## src/hw/rtl/tbra_pkg.sv

```systemverilog
// Shared types and constants of the transmit buffer ring allocator.
package tbra_pkg;

  localparam int ADDR_W  = 48;
  localparam int MAC_W   = 48;
  localparam int KIND_W  = 16;
  localparam int PAY_W   = 11;
  localparam int STAT_W  = 2;
  localparam int SLOT_W  = 6;
  localparam int FOFF_W  = 17;
  localparam int FLEN_W  = 12;
  localparam int CNT_W   = 7;
  localparam int NP_W    = 6;
  localparam int CFG_IDX_W = 2;

  // Size of the buffer pool; the slot index and the next pointer are sized for it.
  localparam int NUM_BUFFERS = 64;

  // Every buffer has the same power-of-two size.
  localparam int BUF_LG   = 11;
  localparam int BUF_SIZE = 1 << BUF_LG;
  localparam int HDR_BYTES = 14;

  localparam logic [CNT_W-1:0] COUNT_RESET = 7'd64;

  localparam logic [CFG_IDX_W-1:0] REG_OWN_MAC      = 2'd0;
  localparam logic [CFG_IDX_W-1:0] REG_BUFFER_COUNT = 2'd1;
  localparam logic [CFG_IDX_W-1:0] REG_REGION_BASE  = 2'd2;

  localparam logic CMD_ALLOC   = 1'b0;
  localparam logic CMD_RELEASE = 1'b1;

  localparam logic [STAT_W-1:0] STATUS_OK       = 2'd0;
  localparam logic [STAT_W-1:0] STATUS_NO_FREE  = 2'd1;
  localparam logic [STAT_W-1:0] STATUS_BAD_ADDR = 2'd2;

  typedef struct packed {
    logic              cmd;
    logic [MAC_W-1:0]  dest_mac;
    logic [KIND_W-1:0] frame_kind;
    logic [PAY_W-1:0]  payload_bytes;
    logic [ADDR_W-1:0] release_address;
  } in_item_t;

  typedef struct packed {
    logic [STAT_W-1:0] status;
    logic [SLOT_W-1:0] slot_index;
    logic [ADDR_W-1:0] payload_address;
    logic [MAC_W-1:0]  header_dest;
    logic [MAC_W-1:0]  header_source;
    logic [KIND_W-1:0] header_kind;
    logic [FOFF_W-1:0] frame_offset;
    logic [FLEN_W-1:0] frame_length;
  } out_item_t;

  typedef enum logic [1:0] {
    ST_IDLE,
    ST_PREP,
    ST_FIND,
    ST_DONE
  } ctl_state_t;

  typedef struct packed {
    logic load;
    logic prep;
    logic find;
    logic commit;
  } ctl_cmd_t;

endpackage

```

## src/hw/rtl/tbra_ctrl.sv

```systemverilog
// Sequencer of the allocator: steps one request through the datapath and owns the result valid.
module tbra_ctrl (
  input  logic              clk,
  input  logic              rst_n,
  input  logic              in_valid,
  output logic              in_ready,
  output logic              out_valid,
  input  logic              out_ready,
  output tbra_pkg::ctl_cmd_t cmd
);

  tbra_pkg::ctl_state_t state_r, state_nxt;
  logic out_valid_r, out_valid_nxt;

  always_ff @(posedge clk) begin
    if (!rst_n) begin
      state_r     <= tbra_pkg::ST_IDLE;
      out_valid_r <= 1'b0;
    end else begin
      state_r     <= state_nxt;
      out_valid_r <= out_valid_nxt;
    end
  end

  always_comb begin
    state_nxt     = state_r;
    cmd           = '0;
    in_ready      = 1'b0;
    out_valid_nxt = out_valid_r && !out_ready;
    case (state_r)
      tbra_pkg::ST_IDLE: begin
        in_ready = 1'b1;
        if (in_valid) begin
          cmd.load  = 1'b1;
          state_nxt = tbra_pkg::ST_PREP;
        end
      end
      tbra_pkg::ST_PREP: begin
        cmd.prep  = 1'b1;
        state_nxt = tbra_pkg::ST_FIND;
      end
      tbra_pkg::ST_FIND: begin
        cmd.find  = 1'b1;
        state_nxt = tbra_pkg::ST_DONE;
      end
      tbra_pkg::ST_DONE: begin
        // The result register must be empty or emptying before it is overwritten.
        if (!out_valid_r || out_ready) begin
          cmd.commit    = 1'b1;
          out_valid_nxt = 1'b1;
          state_nxt     = tbra_pkg::ST_IDLE;
        end
      end
      default: begin
        state_nxt = tbra_pkg::ST_IDLE;
      end
    endcase
  end

  assign out_valid = out_valid_r;

endmodule

```

## src/hw/rtl/tbra_datapath.sv

```systemverilog
// Datapath of the allocator: registers, free map, circular search, address math and result.
module tbra_datapath #(
  parameter int MAP_N = 64,
  parameter int IDX_W = 6
) (
  input  logic                             clk,
  input  logic                             rst_n,
  input  tbra_pkg::ctl_cmd_t               cmd,
  input  logic                             cfg_we,
  input  logic [tbra_pkg::CFG_IDX_W-1:0]   cfg_index,
  input  logic [tbra_pkg::ADDR_W-1:0]      cfg_data,
  input  tbra_pkg::in_item_t               in_item,
  output tbra_pkg::out_item_t              out_item
);

  logic [tbra_pkg::MAC_W-1:0]  own_mac_r;
  logic [tbra_pkg::CNT_W-1:0]  buf_count_r;
  logic [tbra_pkg::ADDR_W-1:0] base_r;

  logic [MAP_N-1:0]            free_r, free_nxt;
  logic [tbra_pkg::NP_W-1:0]   np_r, np_nxt;

  tbra_pkg::in_item_t          item_r;
  logic [tbra_pkg::CNT_W-1:0]  count_r;
  logic [IDX_W-1:0]            start_r;
  logic [MAP_N-1:0]            m_hi_r, m_all_r;
  logic [tbra_pkg::ADDR_W-1:0] off_r;
  logic                        hit_r, ok_r;
  logic [IDX_W-1:0]            idx_r;
  tbra_pkg::out_item_t         out_r, out_nxt;

  logic [tbra_pkg::CNT_W-1:0]  count_eff;
  logic [tbra_pkg::CNT_W-1:0]  np_ext;
  logic [IDX_W-1:0]            start_c;
  logic [MAP_N-1:0]            m_hi_c, m_all_c, sel;
  logic [IDX_W-1:0]            f_idx;
  logic [tbra_pkg::CNT_W-1:0]  inc;
  logic [tbra_pkg::FLEN_W-1:0] len;

  // Configuration registers.
  always_ff @(posedge clk) begin
    if (!rst_n) begin
      own_mac_r   <= '0;
      buf_count_r <= tbra_pkg::COUNT_RESET;
      base_r      <= '0;
    end else if (cfg_we) begin
      case (cfg_index)
        tbra_pkg::REG_OWN_MAC:      own_mac_r   <= cfg_data;
        tbra_pkg::REG_BUFFER_COUNT: buf_count_r <= cfg_data[tbra_pkg::CNT_W-1:0];
        tbra_pkg::REG_REGION_BASE:  base_r      <= cfg_data;
        default: ;
      endcase
    end
  end

  // Allocator state.
  always_ff @(posedge clk) begin
    if (!rst_n) begin
      free_r <= '1;
      np_r   <= '0;
    end else if (cmd.commit) begin
      free_r <= free_nxt;
      np_r   <= np_nxt;
    end
  end

  // Count clamped to the range 1 up to the map size.
  always_comb begin
    if (buf_count_r == '0) begin
      count_eff = tbra_pkg::CNT_W'(1);
    end else if (buf_count_r > tbra_pkg::CNT_W'(MAP_N)) begin
      count_eff = tbra_pkg::CNT_W'(MAP_N);
    end else begin
      count_eff = buf_count_r;
    end
  end

  // A stale next pointer restarts the search at buffer zero.
  assign np_ext  = tbra_pkg::CNT_W'(np_r);
  assign start_c = (np_ext >= count_eff) ? '0 : IDX_W'(np_ext);

  always_comb begin
    for (int i = 0; i < MAP_N; i++) begin
      m_all_c[i] = free_r[i] && (i < int'(count_eff));
      m_hi_c[i]  = m_all_c[i] && (i >= int'(start_c));
    end
  end

  // Free buffers at or after the start win; otherwise the search wraps.
  assign sel = (|m_hi_r) ? m_hi_r : m_all_r;

  always_comb begin
    f_idx = '0;
    for (int i = MAP_N - 1; i >= 0; i--) begin
      if (sel[i]) begin
        f_idx = IDX_W'(i);
      end
    end
  end

  always_ff @(posedge clk) begin
    if (cmd.load) begin
      item_r <= in_item;
    end
    if (cmd.prep) begin
      count_r <= count_eff;
      start_r <= start_c;
      m_hi_r  <= m_hi_c;
      m_all_r <= m_all_c;
      off_r   <= item_r.release_address - base_r - tbra_pkg::ADDR_W'(tbra_pkg::HDR_BYTES);
    end
    if (cmd.find) begin
      hit_r <= |sel;
      ok_r  <= off_r < (tbra_pkg::ADDR_W'(count_r) << tbra_pkg::BUF_LG);
      if (item_r.cmd == tbra_pkg::CMD_ALLOC) begin
        idx_r <= (|sel) ? f_idx : start_r;
      end else begin
        idx_r <= off_r[tbra_pkg::BUF_LG +: IDX_W];
      end
    end
    if (cmd.commit) begin
      out_r <= out_nxt;
    end
  end

  always_comb begin
    out_nxt  = '0;
    free_nxt = free_r;
    np_nxt   = np_r;
    inc      = tbra_pkg::CNT_W'(idx_r) + tbra_pkg::CNT_W'(1);
    len      = tbra_pkg::FLEN_W'(item_r.payload_bytes) + tbra_pkg::FLEN_W'(tbra_pkg::HDR_BYTES);
    if (inc == count_r) begin
      inc = '0;
    end
    if (len > tbra_pkg::FLEN_W'(tbra_pkg::BUF_SIZE)) begin
      len = tbra_pkg::FLEN_W'(tbra_pkg::BUF_SIZE);
    end
    if (item_r.cmd == tbra_pkg::CMD_ALLOC) begin
      np_nxt = inc[tbra_pkg::NP_W-1:0];
      if (hit_r) begin
        free_nxt[idx_r]         = 1'b0;
        out_nxt.status          = tbra_pkg::STATUS_OK;
        out_nxt.slot_index      = tbra_pkg::SLOT_W'(idx_r);
        out_nxt.payload_address = base_r
                                + ((tbra_pkg::ADDR_W'(idx_r) << tbra_pkg::BUF_LG)
                                   | tbra_pkg::ADDR_W'(tbra_pkg::HDR_BYTES));
        out_nxt.header_dest     = item_r.dest_mac;
        out_nxt.header_source   = own_mac_r;
        out_nxt.header_kind     = {item_r.frame_kind[7:0], item_r.frame_kind[15:8]};
      end else begin
        out_nxt.status = tbra_pkg::STATUS_NO_FREE;
      end
    end else begin
      if (ok_r) begin
        free_nxt[idx_r]      = 1'b1;
        out_nxt.status       = tbra_pkg::STATUS_OK;
        out_nxt.slot_index   = tbra_pkg::SLOT_W'(idx_r);
        out_nxt.frame_offset = off_r[tbra_pkg::FOFF_W-1:0];
        out_nxt.frame_length = len;
      end else begin
        out_nxt.status = tbra_pkg::STATUS_BAD_ADDR;
      end
    end
  end

  assign out_item = out_r;

endmodule

```

## src/hw/rtl/tx_buffer_ring_allocator_top.sv

```systemverilog
// Top level of the transmit buffer ring allocator.
// The allocator hands out fixed-size transmit buffers of 2048 bytes from a pool and takes
// them back. An allocate request searches the free map circularly from the next pointer,
// claims the first free buffer and returns its index, its payload address (region base
// plus index times the buffer size plus the 14 header bytes) and the Ethernet header
// fields; the next pointer moves one past where the search stopped, even when every
// buffer is busy and status reports no free buffer. A release request maps a payload
// address back to its buffer, frees it and returns the descriptor offset and length, or
// reports an out-of-range address and leaves the pool alone. Each request passes through
// the states ST_IDLE, in which it is accepted, ST_PREP, which masks the free map and
// subtracts the region base, ST_FIND, which runs the find-first search across the free
// map and the range compare, and ST_DONE, which updates the pool and loads the result
// register. The block takes no new request until the previous one has been committed and
// it is back in ST_IDLE. A new request is accepted while the previous result still waits
// in the result register; the commit stalls only if that result has not been taken by
// then. The free map sits in flip-flops that reset sets to all free, so no clearing pass
// follows reset. The configuration port is always ready and must only be written while
// the block is idle. The pool holds the package's fixed number of buffers, 64, and
// buffer_count selects how many of them are in use.
module tx_buffer_ring_allocator_top (
  input  logic                           clk,
  input  logic                           rst_n,
  input  logic                           in_valid,
  output logic                           in_ready,
  input  tbra_pkg::in_item_t             in_item,
  output logic                           out_valid,
  input  logic                           out_ready,
  output tbra_pkg::out_item_t            out_item,
  input  logic                           cfg_valid,
  output logic                           cfg_ready,
  input  logic [tbra_pkg::CFG_IDX_W-1:0] cfg_index,
  input  logic [tbra_pkg::ADDR_W-1:0]    cfg_data
);

  // The free map has one bit per buffer of the pool.
  localparam int MAP_N = tbra_pkg::NUM_BUFFERS;
  localparam int IDX_W = (MAP_N > 1) ? $clog2(MAP_N) : 1;

  tbra_pkg::ctl_cmd_t cmd;

  // Configuration writes never stall.
  assign cfg_ready = 1'b1;

  tbra_ctrl u_ctrl (
    .clk       (clk),
    .rst_n     (rst_n),
    .in_valid  (in_valid),
    .in_ready  (in_ready),
    .out_valid (out_valid),
    .out_ready (out_ready),
    .cmd       (cmd)
  );

  tbra_datapath #(
    .MAP_N (MAP_N),
    .IDX_W (IDX_W)
  ) u_datapath (
    .clk       (clk),
    .rst_n     (rst_n),
    .cmd       (cmd),
    .cfg_we    (cfg_valid && cfg_ready),
    .cfg_index (cfg_index),
    .cfg_data  (cfg_data),
    .in_item   (in_item),
    .out_item  (out_item)
  );

endmodule
```

## config.mk

```make
export PLATFORM = sky130hd
export DESIGN_NAME = tx_buffer_ring_allocator_top
export DESIGN_NICKNAME = d
export VERILOG_FILES = /design/src/hw/rtl/tbra_pkg.sv /design/src/hw/rtl/tbra_ctrl.sv /design/src/hw/rtl/tbra_datapath.sv /design/src/hw/rtl/tx_buffer_ring_allocator_top.sv
export SDC_FILE = /design/constraint.sdc
export NUM_CORES = 1
export LEC_CHECK = 0
export ABC_AREA = 1
export BUFFER_PORTS_ARGS = -buffer_cell sky130_fd_sc_hd__buf_2
export CORE_ASPECT_RATIO = 1.75
export CORE_MARGIN = 5
export CORE_UTILIZATION = 40
export DETAILED_ROUTE_END_ITERATION = 16
export PLACE_DENSITY_LB_ADDON = 0.2
export SLEW_MARGIN = 20
export SYNTH_ARGS = -nofsm -noshare
export SYNTH_HDL_FRONTEND = slang
export SYNTH_SLANG_ARGS = --single-unit
```

## constraint.sdc

```tcl
create_clock -name clk -period 8.86 [get_ports clk]
set_input_delay 0.443 -clock clk [delete_from_list [all_inputs] [get_ports clk]]
set_output_delay 0.443 -clock clk [all_outputs]
set_load 0.05 [all_outputs]
```

==> results.py <==
metrics = {
    "yosys": {
        "synth_edf_count": 517,
        "ys_top_cells_by_area": "edfxtp_1 50%, dfxtp_1 11%, inv_1 6.4%",
        "synth_cells": 3072,
        "synth_cell_type_count": 50,
        "netlist.area_leader.share_pct": 50.0,
        "syn_area_per_cell_um2": 10.1,
        "syn_nets": 3370,
        "ys_seq_area_share_pct": 61.4,
        "synth_ff_type": "edfxtp_1",
        "synth_area_leader_cell": "edfxtp_1",
        "yosys_warnings": 0,
        "ys_ff_latch": 693,
        "synthArstFlopShare_pct": 0,
        "netlist_area_um2": 31000,
    },
    "grt": {
        "grt_max_degree": 97,
        "antenna_found_initial": 26,
        "grt_pass1_vias": 23900,
        "grt_overflow": 0,
        "grt_pass1_wl_um": 143000,
        "track_usage_pct": 23.1,
    },
    "sta": {
        "tightest_slew_ns": 1.08,
        "skew_ns": 0.0241,
        "max_clock_freq_ghz": 0.173,
        "period_needed_ns": 5.79,
        "setup_violations": 0,
        "rsz0062_at_grt": "no",
        "slew_headroom_pct": 27.9,
        "drv_slew": 0,
        "setup_tns_ns": 0,
        "fin_crit_sh_pct": 65.3,
        "worst_slack_ns": 3.07,
        "final_hold_viol_count": 0,
        "hold_slack_ns": 0.0818,
    },
    "floorplanning": {
        "ios": 379,
        "die-area_um2": 83500,
        "die_h_um": 378,
        "rows": 135,
        "start_util_pct": 40.2,
        "die_x_um": 221,
        "core_area_um2": 77200,
    },
    "clocking": {
        "ctsResizeCount": 0,
        "h-tree-depth": 3,
        "clk_latency_ns": 0.64,
        "cts_buffers": 67,
        "cts_tree": "yes",
        "cts-hold-fix-buffers": 123,
        "clockBufferDepth": 3,
        "cts_post_setup_buffers_inserted": 0,
        "clk_pin_slew_ns": 0.07,
        "cts-root-buf": "clkbuf_16",
        "cts.sink_count": 693,
    },
    "route": {
        "routedWlPerCell_um": 20.7,
        "wirelength_um": 96900,
        "drt_iter0_markers": 1251,
        "viasPerCell": 5.00,
        "drtPass1Iterations": 8,
        "antenna_left": 0,
        "drc_errors": 0,
        "vias": 23400,
    },
    "setup_path": {
        "cp_slowest_cell": "clkinv_1",
        "cp_max_fo": 31,
        "end_kind": "register",
        "crit_required_ns": 9.23,
        "critPathLaunchType": "register",
        "cp_slowest_stage_delay_ns": 0.69,
        "cpMostUsedCell": "nand2_1",
        "cp.arrival_ns": 6.15,
        "critPathKind": "reg2reg",
    },
    "flow_run": {
        "maxCapViolCount": 0,
    },
    "run_status": {
        "status": "completed",
    },
    "min_path": {
        "hold_class": "in2reg",
    },
    "power": {
        "finalPower_mw": 9.88,
        "p_leak_nw": 15.1,
        "power_density_nw_per_um2": 262,
        "peakVddDrop_uv": 178,
    },
    "placed_design": {
        "hpwl_um": 73200,
        "port_buffers": 377,
        "dp.cells": 4410,
        "place_congestion": 0.975,
        "place_ws_ns": 3.03,
    },
    "layout": {
        "final_common_cell": "inv_1",
        "area_delta_synth_final_pct": 21.4,
        "multi_input_area_um2": 9600,
        "final_cell_mix": "527 x inv_1, 517 x edfxtp_1, 392 x nor2_1",
        "drive_above_1_share_pct": 14.3,
        "nets": 3873,
        "regArea_um2": 19000,
        "stdcell_count": 4674,
        "num-fill-cells": 7249,
    },
}
flip-flops by register name, summed over array words and instances (netlist names), 6 cells and up, named ones only:
register                cells
u_datapath.base_r          48
u_datapath.buf_count_r      7
u_datapath.count_r          7
u_datapath.idx_r            6
u_datapath.item_r         124
u_datapath.m_all_r         64
u_datapath.m_hi_r          63
u_datapath.np_r             6
u_datapath.off_r           48
u_datapath.out_item       197
u_datapath.own_mac_r       48
u_datapath.start_r          6
metal layers:
layer,global-route usage (%),up-vias,wire length [um]
met2,42.5,742,51600
met3,6.79,264,6820
met5,0,-,99
li1,-,11500,-
met1,22.8,10900,32500
met4,12.7,16,5940
area by class of cell:
class	count	area share, %
multi-input combinational	1756	25.5
timing repair buffer	522	8.73
clock inverter	42	1.57
clock buffer	82	4.74
antenna	17	0.113
inverter	535	5.37
tap	1027	3.41
sequential	693	50.6
cells in the mapped netlist (8+ instances only):
| cell | count |
|---|---|
| nor4_1 | 17 |
| a21oi_1 | 296 |
| clkbuf_1 | 72 |
| o311ai_0 | 66 |
| nor3_1 | 53 |
| nand3_1 | 51 |
| xor2_1 | 39 |
| ha_1 | 118 |
| edfxtp_1 | 517 |
| a21boi_0 | 24 |
| dfxtp_1 | 176 |
| xnor2_1 | 19 |
| inv_1 | 531 |
| nand4_1 | 20 |
| nor2_1 | 393 |
| buf_1 | 8 |
| and2_1 | 22 |
| o21ai_0 | 249 |
| nand2_1 | 311 |
| a211oi_1 | 11 |
power by group:
| group | switching [mW] | internal [mW] |
|---|---|---|
| clock | 1.29 | 1.86 |
| combinational | 1.70 | 0.596 |
| sequential | 0.210 | 4.24 |
| total | 3.19 | 6.69 |
critical path, delay by kind of cell, from the launching register on:
kind | cells | cell delay (ns)
compound gates | 2 | 0.49
flops | 1 | 0.35
simple gates | 66 | 4.04
buf+inv | 1 | 0.69
metrics by stage:
step	util (%)	area, um2
final	48.8	37700
after global routing	48.7	37600
after CTS	48.7	37600
after detailed placement	44.1	34000
after global placement	44.1	34000
after floorplan	-	31000
final timing paths:
kind / endpoint / slack, ns / start / cells past startpoint
hold reg to reg: u_datapath.own_mac_r[26] / 0.45 / u_datapath.own_mac_r[26] / 2
setup / recovery: u_datapath.idx_r[0] / 3.07 / u_datapath.m_hi_r[3] / 69
hold / removal: u_datapath.item_r[14] / 0.08 / in_item[14] / 1
setup reg to reg: u_datapath.idx_r[0] / 3.07 / u_datapath.m_hi_r[3] / 69
cell families after synthesis:
logic type      count (synthesis)  synth area share [%]
compound gates                694                  12.6
other cells                     1                0.0121
flops                         693                  61.4
simple gates                  884                  11.8
buf+inv                       623                  7.75
fa+ha+maj                     119                  4.82
xor+xnor                       58                  1.64
No activity file was read; power rests on OpenSTA's default activity.
